[src/ihc_pkg.sv]
// shared types and constants for the ipv4 header checker
package ihc_pkg;

  localparam int unsigned CountW = 5;

  localparam logic [CountW-1:0] HDR_BYTES   = 5'd20;
  localparam logic [CountW-1:0] IDX_VER_IHL = 5'd0;
  localparam logic [CountW-1:0] IDX_LEN_HI  = 5'd2;
  localparam logic [CountW-1:0] IDX_LEN_LO  = 5'd3;
  localparam logic [CountW-1:0] IDX_PROTO   = 5'd9;
  localparam logic [CountW-1:0] IDX_CSUM_HI = 5'd10;
  localparam logic [CountW-1:0] IDX_CSUM_LO = 5'd11;
  localparam logic [CountW-1:0] IDX_SRC_0   = 5'd12;
  localparam logic [CountW-1:0] IDX_SRC_3   = 5'd15;
  localparam logic [CountW-1:0] IDX_DST_0   = 5'd16;
  localparam logic [CountW-1:0] IDX_DST_3   = 5'd19;

  localparam logic [3:0] VERSION_V4 = 4'd4;
  localparam logic [3:0] IHL_MIN    = 4'd5;
  localparam logic [3:0] IHL_MAX    = 4'd9;

  typedef enum logic [1:0] {
    STATUS_OK      = 2'd0,
    STATUS_SHORT   = 2'd1,
    STATUS_BAD_HDR = 2'd2,
    STATUS_BAD_SUM = 2'd3
  } ihc_status_e;

  typedef struct packed {
    logic [7:0]  data_byte;
    logic        first_byte;
    logic        last_byte;
    logic [15:0] ip_offset;
  } ihc_in_t;

  typedef struct packed {
    ihc_status_e status;
    logic [31:0] source_address;
    logic [31:0] dest_address;
    logic [7:0]  protocol_number;
    logic [15:0] l4_offset;
    logic [15:0] total_length;
  } ihc_out_t;

endpackage

[src/ihc_in_reg.sv]
// input register stage holding one byte item
module ihc_in_reg (
  input  logic             clk_i,
  input  logic             rst_ni,
  input  logic             in_valid_i,
  output logic             in_stall_o,
  input  ihc_pkg::ihc_in_t in_item_i,
  input  logic             adv_i,
  output logic             s1_valid_o,
  output ihc_pkg::ihc_in_t s1_item_o
);

  logic             valid_q;
  ihc_pkg::ihc_in_t item_q;
  logic             take;

  assign in_stall_o = valid_q && !adv_i;
  assign take       = in_valid_i && !in_stall_o;
  assign s1_valid_o = valid_q;
  assign s1_item_o  = item_q;

  always_ff @(posedge clk_i or negedge rst_ni) begin
    if (!rst_ni) begin
      valid_q <= 1'b0;
    end else if (take) begin
      valid_q <= 1'b1;
    end else if (adv_i) begin
      valid_q <= 1'b0;
    end
  end

  always_ff @(posedge clk_i) begin
    if (take) begin
      item_q <= in_item_i;
    end
  end

endmodule

[src/ihc_hdr_core.sv]
// header capture, checksum accumulation and result decision
module ihc_hdr_core (
  input  logic              clk_i,
  input  logic              rst_ni,
  input  logic              fire_i,
  input  ihc_pkg::ihc_in_t  item_i,
  output logic              res_valid_o,
  output ihc_pkg::ihc_out_t res_o
);

  logic [ihc_pkg::CountW-1:0] cnt_q, cnt_e, cnt_d;
  logic [15:0] sum_q, sum_e, sum_d;
  logic [7:0]  hi_q, hi_e, hi_d;
  logic [7:0]  vi_q, vi_e, vi_d;
  logic [15:0] len_q, len_e, len_d;
  logic [7:0]  pr_q, pr_e, pr_d;
  logic [15:0] st_q, st_e, st_d;
  logic [31:0] src_q, src_e, src_d;
  logic [31:0] dst_q, dst_e, dst_d;
  logic [15:0] off_q, off_e;
  logic        decided_q;

  logic        first, live, is_short;
  logic [7:0]  b;
  logic [16:0] raw_sum;
  logic [3:0]  ver, ihl;

  assign first = item_i.first_byte;
  assign b     = item_i.data_byte;
  assign live  = first || !decided_q;

  // first mark restarts the packet
  assign cnt_e = first ? '0 : cnt_q;
  assign sum_e = first ? '0 : sum_q;
  assign hi_e  = first ? '0 : hi_q;
  assign vi_e  = first ? '0 : vi_q;
  assign len_e = first ? '0 : len_q;
  assign pr_e  = first ? '0 : pr_q;
  assign st_e  = first ? '0 : st_q;
  assign src_e = first ? '0 : src_q;
  assign dst_e = first ? '0 : dst_q;
  assign off_e = first ? item_i.ip_offset : off_q;

  always_comb begin
    vi_d  = vi_e;
    len_d = len_e;
    pr_d  = pr_e;
    st_d  = st_e;
    src_d = src_e;
    dst_d = dst_e;
    case (cnt_e) inside
      ihc_pkg::IDX_VER_IHL:                        vi_d  = b;
      ihc_pkg::IDX_LEN_HI, ihc_pkg::IDX_LEN_LO:    len_d = {len_e[7:0], b};
      ihc_pkg::IDX_PROTO:                          pr_d  = b;
      ihc_pkg::IDX_CSUM_HI, ihc_pkg::IDX_CSUM_LO:  st_d  = {st_e[7:0], b};
      [ihc_pkg::IDX_SRC_0:ihc_pkg::IDX_SRC_3]:     src_d = {src_e[23:0], b};
      [ihc_pkg::IDX_DST_0:ihc_pkg::IDX_DST_3]:     dst_d = {dst_e[23:0], b};
      default: ;
    endcase
  end

  // ones-complement add with end-around carry
  assign raw_sum = {1'b0, sum_e} + {1'b0, hi_e, b};

  always_comb begin
    hi_d  = hi_e;
    sum_d = sum_e;
    if (!cnt_e[0]) begin
      hi_d = b;
    end else if (cnt_e != ihc_pkg::IDX_CSUM_LO) begin
      sum_d = raw_sum[15:0] + {15'd0, raw_sum[16]};
    end
  end

  assign cnt_d = (cnt_e < ihc_pkg::HDR_BYTES) ? cnt_e + 1'b1 : cnt_e;

  assign is_short    = cnt_e < ihc_pkg::IDX_DST_3;
  assign res_valid_o = fire_i && live && (!is_short || item_i.last_byte);

  assign ver = vi_d[7:4];
  assign ihl = vi_d[3:0];

  always_comb begin
    res_o = '0;
    if (is_short) begin
      res_o.status = ihc_pkg::STATUS_SHORT;
    end else begin
      if (ver != ihc_pkg::VERSION_V4 || ihl < ihc_pkg::IHL_MIN || ihl > ihc_pkg::IHL_MAX) begin
        res_o.status = ihc_pkg::STATUS_BAD_HDR;
      end else if (~sum_d != st_d) begin
        res_o.status = ihc_pkg::STATUS_BAD_SUM;
      end else begin
        res_o.status = ihc_pkg::STATUS_OK;
      end
      res_o.source_address  = src_d;
      res_o.dest_address    = dst_d;
      res_o.protocol_number = pr_d;
      res_o.l4_offset       = off_e + {10'd0, ihl, 2'b00};
      res_o.total_length    = len_d;
    end
  end

  always_ff @(posedge clk_i or negedge rst_ni) begin
    if (!rst_ni) begin
      cnt_q     <= '0;
      sum_q     <= '0;
      hi_q      <= '0;
      vi_q      <= '0;
      len_q     <= '0;
      pr_q      <= '0;
      st_q      <= '0;
      src_q     <= '0;
      dst_q     <= '0;
      off_q     <= '0;
      decided_q <= 1'b0;
    end else if (fire_i && live) begin
      cnt_q     <= cnt_d;
      sum_q     <= sum_d;
      hi_q      <= hi_d;
      vi_q      <= vi_d;
      len_q     <= len_d;
      pr_q      <= pr_d;
      st_q      <= st_d;
      src_q     <= src_d;
      dst_q     <= dst_d;
      off_q     <= off_e;
      decided_q <= res_valid_o;
    end
  end

  a_decided_after_result: assert property (@(posedge clk_i) disable iff (!rst_ni)
    res_valid_o |=> decided_q)
    else $error("no decided mark after a result");

  a_count_bounded: assert property (@(posedge clk_i) disable iff (!rst_ni)
    cnt_q <= ihc_pkg::HDR_BYTES)
    else $error("byte count ran past the base header");

  a_trailing_silent: assert property (@(posedge clk_i) disable iff (!rst_ni)
    decided_q && !item_i.first_byte |-> !res_valid_o)
    else $error("result after the decision without a first mark");

endmodule

[src/ihc_out_reg.sv]
// result register toward the output channel
module ihc_out_reg (
  input  logic              clk_i,
  input  logic              rst_ni,
  input  logic              res_valid_i,
  input  ihc_pkg::ihc_out_t res_i,
  output logic              adv_o,
  output logic              out_valid_o,
  input  logic              out_stall_i,
  output ihc_pkg::ihc_out_t out_item_o
);

  logic              valid_q;
  ihc_pkg::ihc_out_t item_q;

  assign adv_o       = !valid_q || !out_stall_i;
  assign out_valid_o = valid_q;
  assign out_item_o  = item_q;

  always_ff @(posedge clk_i or negedge rst_ni) begin
    if (!rst_ni) begin
      valid_q <= 1'b0;
    end else if (adv_o) begin
      valid_q <= res_valid_i;
    end
  end

  always_ff @(posedge clk_i) begin
    if (adv_o && res_valid_i) begin
      item_q <= res_i;
    end
  end

endmodule

[src/ipv4_header_checker_top.sv]
// ipv4 header checker top level
//
// Input channel: one packet byte per item, header first, with first and
// last marks; ip_offset is sampled on the first byte.
// Output channel: at most one result item per packet with status,
// addresses, protocol, transport offset and total length.
// A result is produced at the 20th header byte, or at the last byte when
// the packet is shorter; later bytes up to the next first mark are dropped.
// A byte completing a result is held in the input register, the result is
// computed in the logic stage and is on out_valid_o from the result register;
// an output stall can hold that byte in the input register in between.
// Throughput: one byte item per cycle while the output is not stalled; each
// second byte costs one 16-bit end-around-carry add in the single logic stage between the registers.
// Reset clears all header state and the valid flags of both register
// stages; bytes seen before any first mark count as a packet at offset zero.
// When the receiver stalls, the result register holds its item and the
// input stage stalls once it holds a byte too, so nothing is lost.
module ipv4_header_checker_top (
  input  logic              clk_i,
  input  logic              rst_ni,
  input  logic              in_valid_i,
  output logic              in_stall_o,
  input  ihc_pkg::ihc_in_t  in_item_i,
  output logic              out_valid_o,
  input  logic              out_stall_i,
  output ihc_pkg::ihc_out_t out_item_o
);

  logic              adv;
  logic              s1_valid;
  ihc_pkg::ihc_in_t  s1_item;
  logic              res_valid;
  ihc_pkg::ihc_out_t res;

  ihc_in_reg u_in_reg (
    .clk_i      (clk_i),
    .rst_ni     (rst_ni),
    .in_valid_i (in_valid_i),
    .in_stall_o (in_stall_o),
    .in_item_i  (in_item_i),
    .adv_i      (adv),
    .s1_valid_o (s1_valid),
    .s1_item_o  (s1_item)
  );

  ihc_hdr_core u_core (
    .clk_i       (clk_i),
    .rst_ni      (rst_ni),
    .fire_i      (s1_valid && adv),
    .item_i      (s1_item),
    .res_valid_o (res_valid),
    .res_o       (res)
  );

  ihc_out_reg u_out_reg (
    .clk_i       (clk_i),
    .rst_ni      (rst_ni),
    .res_valid_i (res_valid),
    .res_i       (res),
    .adv_o       (adv),
    .out_valid_o (out_valid_o),
    .out_stall_i (out_stall_i),
    .out_item_o  (out_item_o)
  );

  a_backpressure: assert property (@(posedge clk_i) disable iff (!rst_ni)
    out_valid_o && out_stall_i && s1_valid |-> in_stall_o)
    else $error("input taken while both stages are full and stalled");

  a_short_zero: assert property (@(posedge clk_i) disable iff (!rst_ni)
    out_valid_o && out_item_o.status == ihc_pkg::STATUS_SHORT
      |-> out_item_o.source_address == '0 && out_item_o.dest_address == '0
          && out_item_o.l4_offset == '0)
    else $error("short packet result carries header fields");

  a_result_source: assert property (@(posedge clk_i) disable iff (!rst_ni)
    $rose(out_valid_o) |-> $past(res_valid))
    else $error("result item without a decision");

endmodule
[config.mk]
export PLATFORM = sky130hd
export DESIGN_NAME = ipv4_header_checker_top
export DESIGN_NICKNAME = d
export VERILOG_FILES = /design/src/ihc_pkg.sv /design/src/ihc_in_reg.sv /design/src/ihc_hdr_core.sv /design/src/ihc_out_reg.sv /design/src/ipv4_header_checker_top.sv
export SDC_FILE = /design/constraint.sdc
export NUM_CORES = 1
export LEC_CHECK = 0
export BUFFER_PORTS_ARGS = -buffer_cell sky130_fd_sc_hd__buf_2
export CORE_MARGIN = 3
export CORE_UTILIZATION = 45
export DETAILED_ROUTE_END_ITERATION = 6
export PLACE_DENSITY = 0.67
export SYNTH_ARGS = -nofsm -noshare
export SYNTH_HDL_FRONTEND = slang
export SYNTH_HIERARCHICAL = 1
export SYNTH_SLANG_ARGS = --single-unit
[constraint.sdc]
create_clock -name clk_i -period 10.2 [get_ports clk_i]
set_input_delay 0.51 -clock clk_i [delete_from_list [all_inputs] [get_ports clk_i]]
set_output_delay 0.51 -clock clk_i [all_outputs]
set_load 0.01 [all_outputs]
==> results.sh, run 1 <==
export IMPL_synth_fp_nets=1540
export IMPL_gp_congestion=0.895
export IMPL_die_y_um=189
export IMPL_worstSetupStartpointType="flop"
export IMPL_power_uw=4000
export IMPL_grt_pass1_vias=11000
export IMPL_crit_path_end_kind="flop"
export IMPL_drv_slew=0
export IMPL_finalCriticalPeriod_ps=5810
export IMPL_die_area_um2=35800
export IMPL_synth_adder_area_share_pct=1.84
export IMPL_tightest_slew_ps=1230
export IMPL_outcome="finished, final reports clean"
export IMPL_synth_cells=1489
export IMPL_path_max_fanout=195
export IMPL_cts_root_buf="clkbuf_16"
export IMPL_post_route_period_util_pct=57.0
export IMPL_ctsHoldBuffers=0
export IMPL_ioPinCount=138
export IMPL_yosysSeqAreaShare_pct=52.8
export IMPL_vias=11500
export IMPL_num_rows=66
export IMPL_power_density_nw_per_um2=234
export IMPL_synthMuxAreaShare_pct=3.55
export IMPL_fmax_ghz=0.172
export IMPL_ys_types=80
export IMPL_worst_skew_pair_late_latency_ps=510
export IMPL_synth_edf_count=132
export IMPL_syn_area_um2=15100
export IMPL_grt_usage_pct=20.7
export IMPL_start_util_pct=46.0
export IMPL_area_growth_pct=13.7
export IMPL_grt_first_pass_wirelength_mm=60.0
export IMPL_r2r_setup_slack_ps=4390
export IMPL_cp_common_cell="ha_1"
export IMPL_leakagePower_uw=0.00693
export IMPL_maxCapViolCount=0
export IMPL_dp_hpwl_mm=24.0
export IMPL_synthSimpleGateAreaFrac_pct=15.9
export IMPL_first_pass_iters=5
export IMPL_cts_tree="built"
export IMPL_clk_pin_slew_worst_paths_ps=60
export IMPL_cts_buffers=34
export IMPL_ir_worst_vdd_v=0.000123
export IMPL_utilization_pct=52.3
export IMPL_clock_path_buffers=3
export IMPL_worstPathArrival_ps=6020
export IMPL_layout_common_cells="nand2_1, dfrtp_1, buf_2"
export IMPL_max_stage_delay_ps=410
export IMPL_slew_headroom_pct=17.6
export IMPL_path_delay_family="simple AND/OR/NAND/NOR gates"
export IMPL_syn_avg_cell_area_um2=10.1
export IMPL_yosys_register_bits=292
export IMPL_drtIter0Drc=1147
export IMPL_synth_xor_area_share_pct=4.39
export IMPL_finalHoldViolCount=0
export IMPL_antenna_cells=0
export IMPL_fin_skew_ps=21.4
export IMPL_final_net_count=1629
export IMPL_setup_viol=0
export IMPL_mostFrequentLayoutCell="nand2_1"
export IMPL_portBuffers=137
export IMPL_ys_flop_type="dfrtp_1"
export IMPL_reg2reg_from="u_in_reg/s1_item_o[17]"
export IMPL_synth_warnings=6
export IMPL_worstPathRequired_ps=10410
export IMPL_grt_remaining_overflow=0
export IMPL_post_cts_buffers=0
export IMPL_path_cells="buf_12 > nor2b_1 > ha_1 > inv_1 > fa_1 > nor2b_1 > o21a_1 > o211ai_1 > a21oi_1 > o21ai_0 > nor2_1 > o21ai_0 > nand2b_1 > ha_1 > ha_1 > and3_1 > o21ai_1 > nor4_1 > nand4b_2 > nor3b_1 > or3_1 > a211oi_2 > a21oi_1"
export IMPL_hp_class="input pin to asynchronous set/reset pin"
export IMPL_worst_r2r_path_depth=23
export IMPL_place_inst=1984
export IMPL_synthArstFlopShare_pct=54.8
export IMPL_drive_gt1_share_pct=15.8
export IMPL_fp_dieW_um=189
export IMPL_synth_compound_area_share_pct=18.2
export IMPL_antenna_left=0
export IMPL_wire_per_inst_um=18.4
export IMPL_antenna_found_initial=0
export IMPL_grt_max_degree=196
export IMPL_crit_buf_inv=2
export IMPL_crit_type="flop to flop"
export IMPL_r2r_end="u_out_reg/out_item_o[105]"
export IMPL_cts_resized=0
export IMPL_final_cells=2045
export IMPL_num_fill_cells=2931
export IMPL_cts_sinks=292
export IMPL_crit_slowest_cell="edfxtp_1"
export IMPL_synth_top_family_by_area="compound AO/OA/AOI/OAI gates"
export IMPL_core_um2=32800
export IMPL_post_drt_via_cell_ratio=5.64
export IMPL_cts_max_level=2
export IMPL_drcViolationCount=0
export IMPL_rsz0062_at_grt="no"
export IMPL_wirelength_mm=37.5
export IMPL_fin_setup_tns_ps=0
power breakdown:
part,switching [uW],internal (uW),leakage (uW)
combinational,673,486,0.00313
sequential,224,1490,0.00330
clock,467,664,0.000497
total,1360,2640,0.00693
per-stage QoR:
step / worst slack, ps / cell area [um^2] / hold slack (ps)
CTS: 4490 / 17200 / 144
floorplan: 4310 / 15100 / 214
finish: 4390 / 17200 / 47.7
global route: 4050 / 17200 / 159
detailed placement: 4510 / 16100 / 464
global placement: 4670 / 16100 / 458
worst max path at each step:
stage | start | to | slack, ps | depth (start not counted)
floorplan | u_in_reg/s1_item_o[17] | u_out_reg/out_item_o[105] | 4310 | 26
global route | u_in_reg/s1_item_o[17] | u_out_reg/out_item_o[105] | 4050 | 24
detailed placement | u_in_reg/s1_item_o[17] | u_out_reg/out_item_o[105] | 4510 | 23
finish | u_in_reg/s1_item_o[17] | u_out_reg/out_item_o[105] | 4390 | 23
global placement | u_in_reg/s1_item_o[17] | u_out_reg/out_item_o[105] | 4670 | 23
CTS | u_in_reg/s1_item_o[17] | u_out_reg/out_item_o[105] | 4490 | 23
synth_stat cells, types with 8 or more instances:
| master | n | share of area, % |
|---|---|---|
| or3_1 | 9 | 0.37 |
| a22oi_1 | 9 | 0.45 |
| ha_1 | 19 | 1.6 |
| nand2_1 | 269 | 6.7 |
| a22o_1 | 43 | 2.5 |
| a21o_1 | 13 | 0.65 |
| clkbuf_1 | 79 | 2.0 |
| o21ai_0 | 106 | 3.5 |
| o31ai_1 | 8 | 0.40 |
| edfxtp_1 | 132 | 26 |
| nand2b_1 | 14 | 0.58 |
| xor2_1 | 15 | 0.87 |
| nor2_1 | 77 | 1.9 |
| and3_1 | 9 | 0.37 |
| mux2_2 | 28 | 2.1 |
| xnor2_1 | 49 | 2.8 |
| nor3_1 | 15 | 0.50 |
| a21oi_1 | 123 | 4.1 |
| nor3b_1 | 15 | 0.75 |
| o211ai_1 | 9 | 0.45 |
| and2_1 | 9 | 0.37 |
| inv_1 | 21 | 0.52 |
| a21boi_0 | 58 | 2.9 |
| buf_2 | 19 | 0.63 |
| nor2b_1 | 22 | 0.91 |
| mux2i_1 | 22 | 1.5 |
| nand3b_1 | 25 | 1.2 |
| dfrtp_1 | 160 | 27 |
| o21ai_1 | 8 | 0.27 |
per-layer routing:
| metal | up-vias | part of all wire, % | global-route usage (%) |
|---|---|---|---|
| li1 | 5499 | - | - |
| met1 | 5574 | 46 | 30.2 |
| met2 | 398 | 46 | 32.8 |
| met3 | 67 | 5.6 | 2.54 |
| met4 | 0 | 2.4 | 5.61 |
| met5 | - | 0 | 0 |
logic make-up after synthesis:
logic type      after synthesis
flops                       292
buf+inv                     126
mux                          50
fa+ha+maj                    21
compound gates              425
xor+xnor                     69
simple gates                506
final cells by class:
cell class	instances	area, um^2	area share [%]
sequential	292	7970	46.5
tap	442	553	3.22
multi-input combinational	1071	6660	38.8
timing repair buffer	158	862	5.03
clock buffer	45	923	5.38
inverter	21	78.8	0.460
clock inverter	16	111	0.649
sequential cells by signal (all words and copies together) (netlist names), 16 cells and up:
register / cells
u_core/off_q: 16
u_out_reg/out_item_o: 106
u_core/st_q: 16
u_core/src_q: 32
u_core/dst_q: 32
u_core/sum_q: 16
u_in_reg/s1_item_o: 26
u_core/len_q: 16
Note: power is estimated with default switching activity, not from simulation.
==> run 2: changes to the inputs <==
PLACE_DENSITY = 0.7   (was 0.67)
clock period = 5.2 ns   (was 10.2 ns; I/O delays follow)
==> run 2 against run 1 <==
Via count grew 2.9%. Utilization up 1.8 points. Clock skew is 9.0 ps lower. Hold slack gained 230 ps. Power up 100%. Combinational power increased by 110%. Die area unchanged. Design area rose by 3.5%. Critical endpoint unchanged. Largest cell class unchanged.
==> results.sh, run 2 (synthesis results as in run 1) <==
export IMPL_grt_pass1_vias=11400
export IMPL_cp_common_cell="ha_1"
export IMPL_grt_first_pass_wirelength_mm=62.4
export IMPL_ioPinCount=138
export IMPL_r2r_end="u_out_reg/out_item_o[105]"
export IMPL_cts_buffers=31
export IMPL_num_rows=66
export IMPL_die_area_um2=35800
export IMPL_vias=11900
export IMPL_fp_dieW_um=189
export IMPL_power_density_nw_per_um2=459
export IMPL_worst_skew_pair_late_latency_ps=560
export IMPL_antenna_cells=0
export IMPL_tightest_slew_ps=1210
export IMPL_wirelength_mm=39.2
export IMPL_reg2reg_from="u_in_reg/s1_item_o[17]"
export IMPL_first_pass_iters=5
export IMPL_largest_register_ffs=106
export IMPL_clock_path_buffers=3
export IMPL_drtIter0Drc=1148
export IMPL_path_max_fanout=4
export IMPL_ir_worst_vdd_v=0.000345
export IMPL_fmax_ghz=0.206
export IMPL_rsz0062_at_grt="no"
export IMPL_crit_path_end_kind="flop"
export IMPL_post_route_period_util_pct=93.3
export IMPL_path_delay_family="simple AND/OR/NAND/NOR gates"
export IMPL_worst_r2r_path_depth=23
export IMPL_cts_max_level=1
export IMPL_fin_ws_ps=347
export IMPL_fin_setup_tns_ps=0
export IMPL_outcome="finished, final reports clean"
export IMPL_antenna_left=0
export IMPL_layout_common_cells="nand2_1, dfrtp_1, buf_2"
export IMPL_utilization_pct=54.1
export IMPL_wire_per_inst_um=18.7
export IMPL_r2r_setup_slack_ps=350
export IMPL_finalCriticalPeriod_ps=4850
export IMPL_worstSetupStartpointType="flop"
export IMPL_slew_headroom_pct=19.2
export IMPL_hp_class="input pin to asynchronous set/reset pin"
export IMPL_path_cells="nor2b_2 > ha_1 > inv_1 > fa_1 > nor2b_2 > o31a_1 > o211ai_1 > a21oi_2 > o21ai_2 > nor2_1 > o21ai_0 > nand2b_1 > ha_1 > ha_1 > and3_1 > o21ai_1 > nor4_2 > buf_4 > nand4b_2 > nor3b_1 > or3_1 > a211oi_2 > a21oi_1"
export IMPL_drive_gt1_share_pct=17.5
export IMPL_die_y_um=189
export IMPL_core_um2=32800
export IMPL_crit_type="flop to flop"
export IMPL_crit_buf_inv=2
export IMPL_power_uw=8150
export IMPL_gp_congestion=0.942
export IMPL_whs_ps=281
export IMPL_cts_tree="built"
export IMPL_drcViolationCount=0
export IMPL_dp_hpwl_mm=25.8
export IMPL_grt_usage_pct=21.5
export IMPL_area_growth_pct=17.7
export IMPL_final_net_count=1676
export IMPL_crit_slowest_cell="edfxtp_1"
export IMPL_leakagePower_uw=0.00720
export IMPL_antenna_found_initial=0
export IMPL_setup_viol=0
export IMPL_mostFrequentLayoutCell="nand2_1"
export IMPL_grt_remaining_overflow=0
export IMPL_cts_sinks=292
export IMPL_clk_pin_slew_worst_paths_ps=60
export IMPL_worstPathRequired_ps=5490
export IMPL_grt_max_degree=118
export IMPL_drv_slew=0
export IMPL_portBuffers=137
export IMPL_fin_skew_ps=12.4
export IMPL_post_drt_via_cell_ratio=5.68
export IMPL_worstPathArrival_ps=5140
export IMPL_dp_slack_ps=86.3
export IMPL_cts_root_buf="clkbuf_16"
export IMPL_maxCapViolCount=0
export IMPL_max_stage_delay_ps=430
export IMPL_finalHoldViolCount=0
export IMPL_start_util_pct=46.0
## run 2: cell types whose count changed in the layout (fill, tap and decap cells not counted), sizes merged
cell,delta
buf,+21
bufinv,+7
clkbuf,-6
clkinv,-4
dlygate4sd3,+29
## run 2: through the flow
| step | cell area (um^2) | instances |
|---|---|---|
| final | 17700 | 2092 |
| after global routing | 17700 | 2092 |
| after CTS | 17700 | 2090 |
| after detailed placement | 16300 | 2003 |
| after global placement | 16300 | 2003 |
| after floorplan | 15100 | 1489 |
## run 2: layer usage
metal | wire [um] | global-route usage [%]
met5 | 0 | 0
met4 | 1250 | 6.93
met3 | 2130 | 2.78
met2 | 18400 | 34.7
met1 | 17300 | 30.3
## run 2: layout make-up
type / instances / area [um^2]
sequential: 292 / 7970
timing repair buffer: 208 / 1330
clock inverter: 19 / 303
fill: 2868 / 15000
tap: 442 / 553
clock buffer: 39 / 816
multi-input combinational: 1071 / 6700
inverter: 21 / 78.8
## run 2: worst max path at each step
stage                                 from                        end  slack [ps]  depth (start not counted)
finish              u_in_reg/s1_item_o[17]  u_out_reg/out_item_o[105]         350                         23
global route        u_in_reg/s1_item_o[17]  u_out_reg/out_item_o[105]           2                         23
CTS                 u_in_reg/s1_item_o[17]  u_out_reg/out_item_o[105]          80                         23
detailed placement  u_in_reg/s1_item_o[17]  u_out_reg/out_item_o[105]          90                         23
global placement    u_in_reg/s1_item_o[17]  u_out_reg/out_item_o[105]         260                         23
floorplan           u_in_reg/s1_item_o[17]  u_out_reg/out_item_o[105]          10                         27
## run 2: repair_timing
item | in CTS | in global routing
endpoints found under the setup margin | 0 | 2
resized for setup | 0 | 10
endpoints found under the hold margin | 91 | 0
hold buffers | 29 | 0
buffers inserted | 0 | 2
## run 2: power breakdown
| group | switching [uW] | internal, uW | total, uW |
|---|---|---|---|
| sequential | 439 | 2920 | 3360 |
| combinational | 1370 | 1010 | 2380 |
| clock | 907 | 1510 | 2410 |
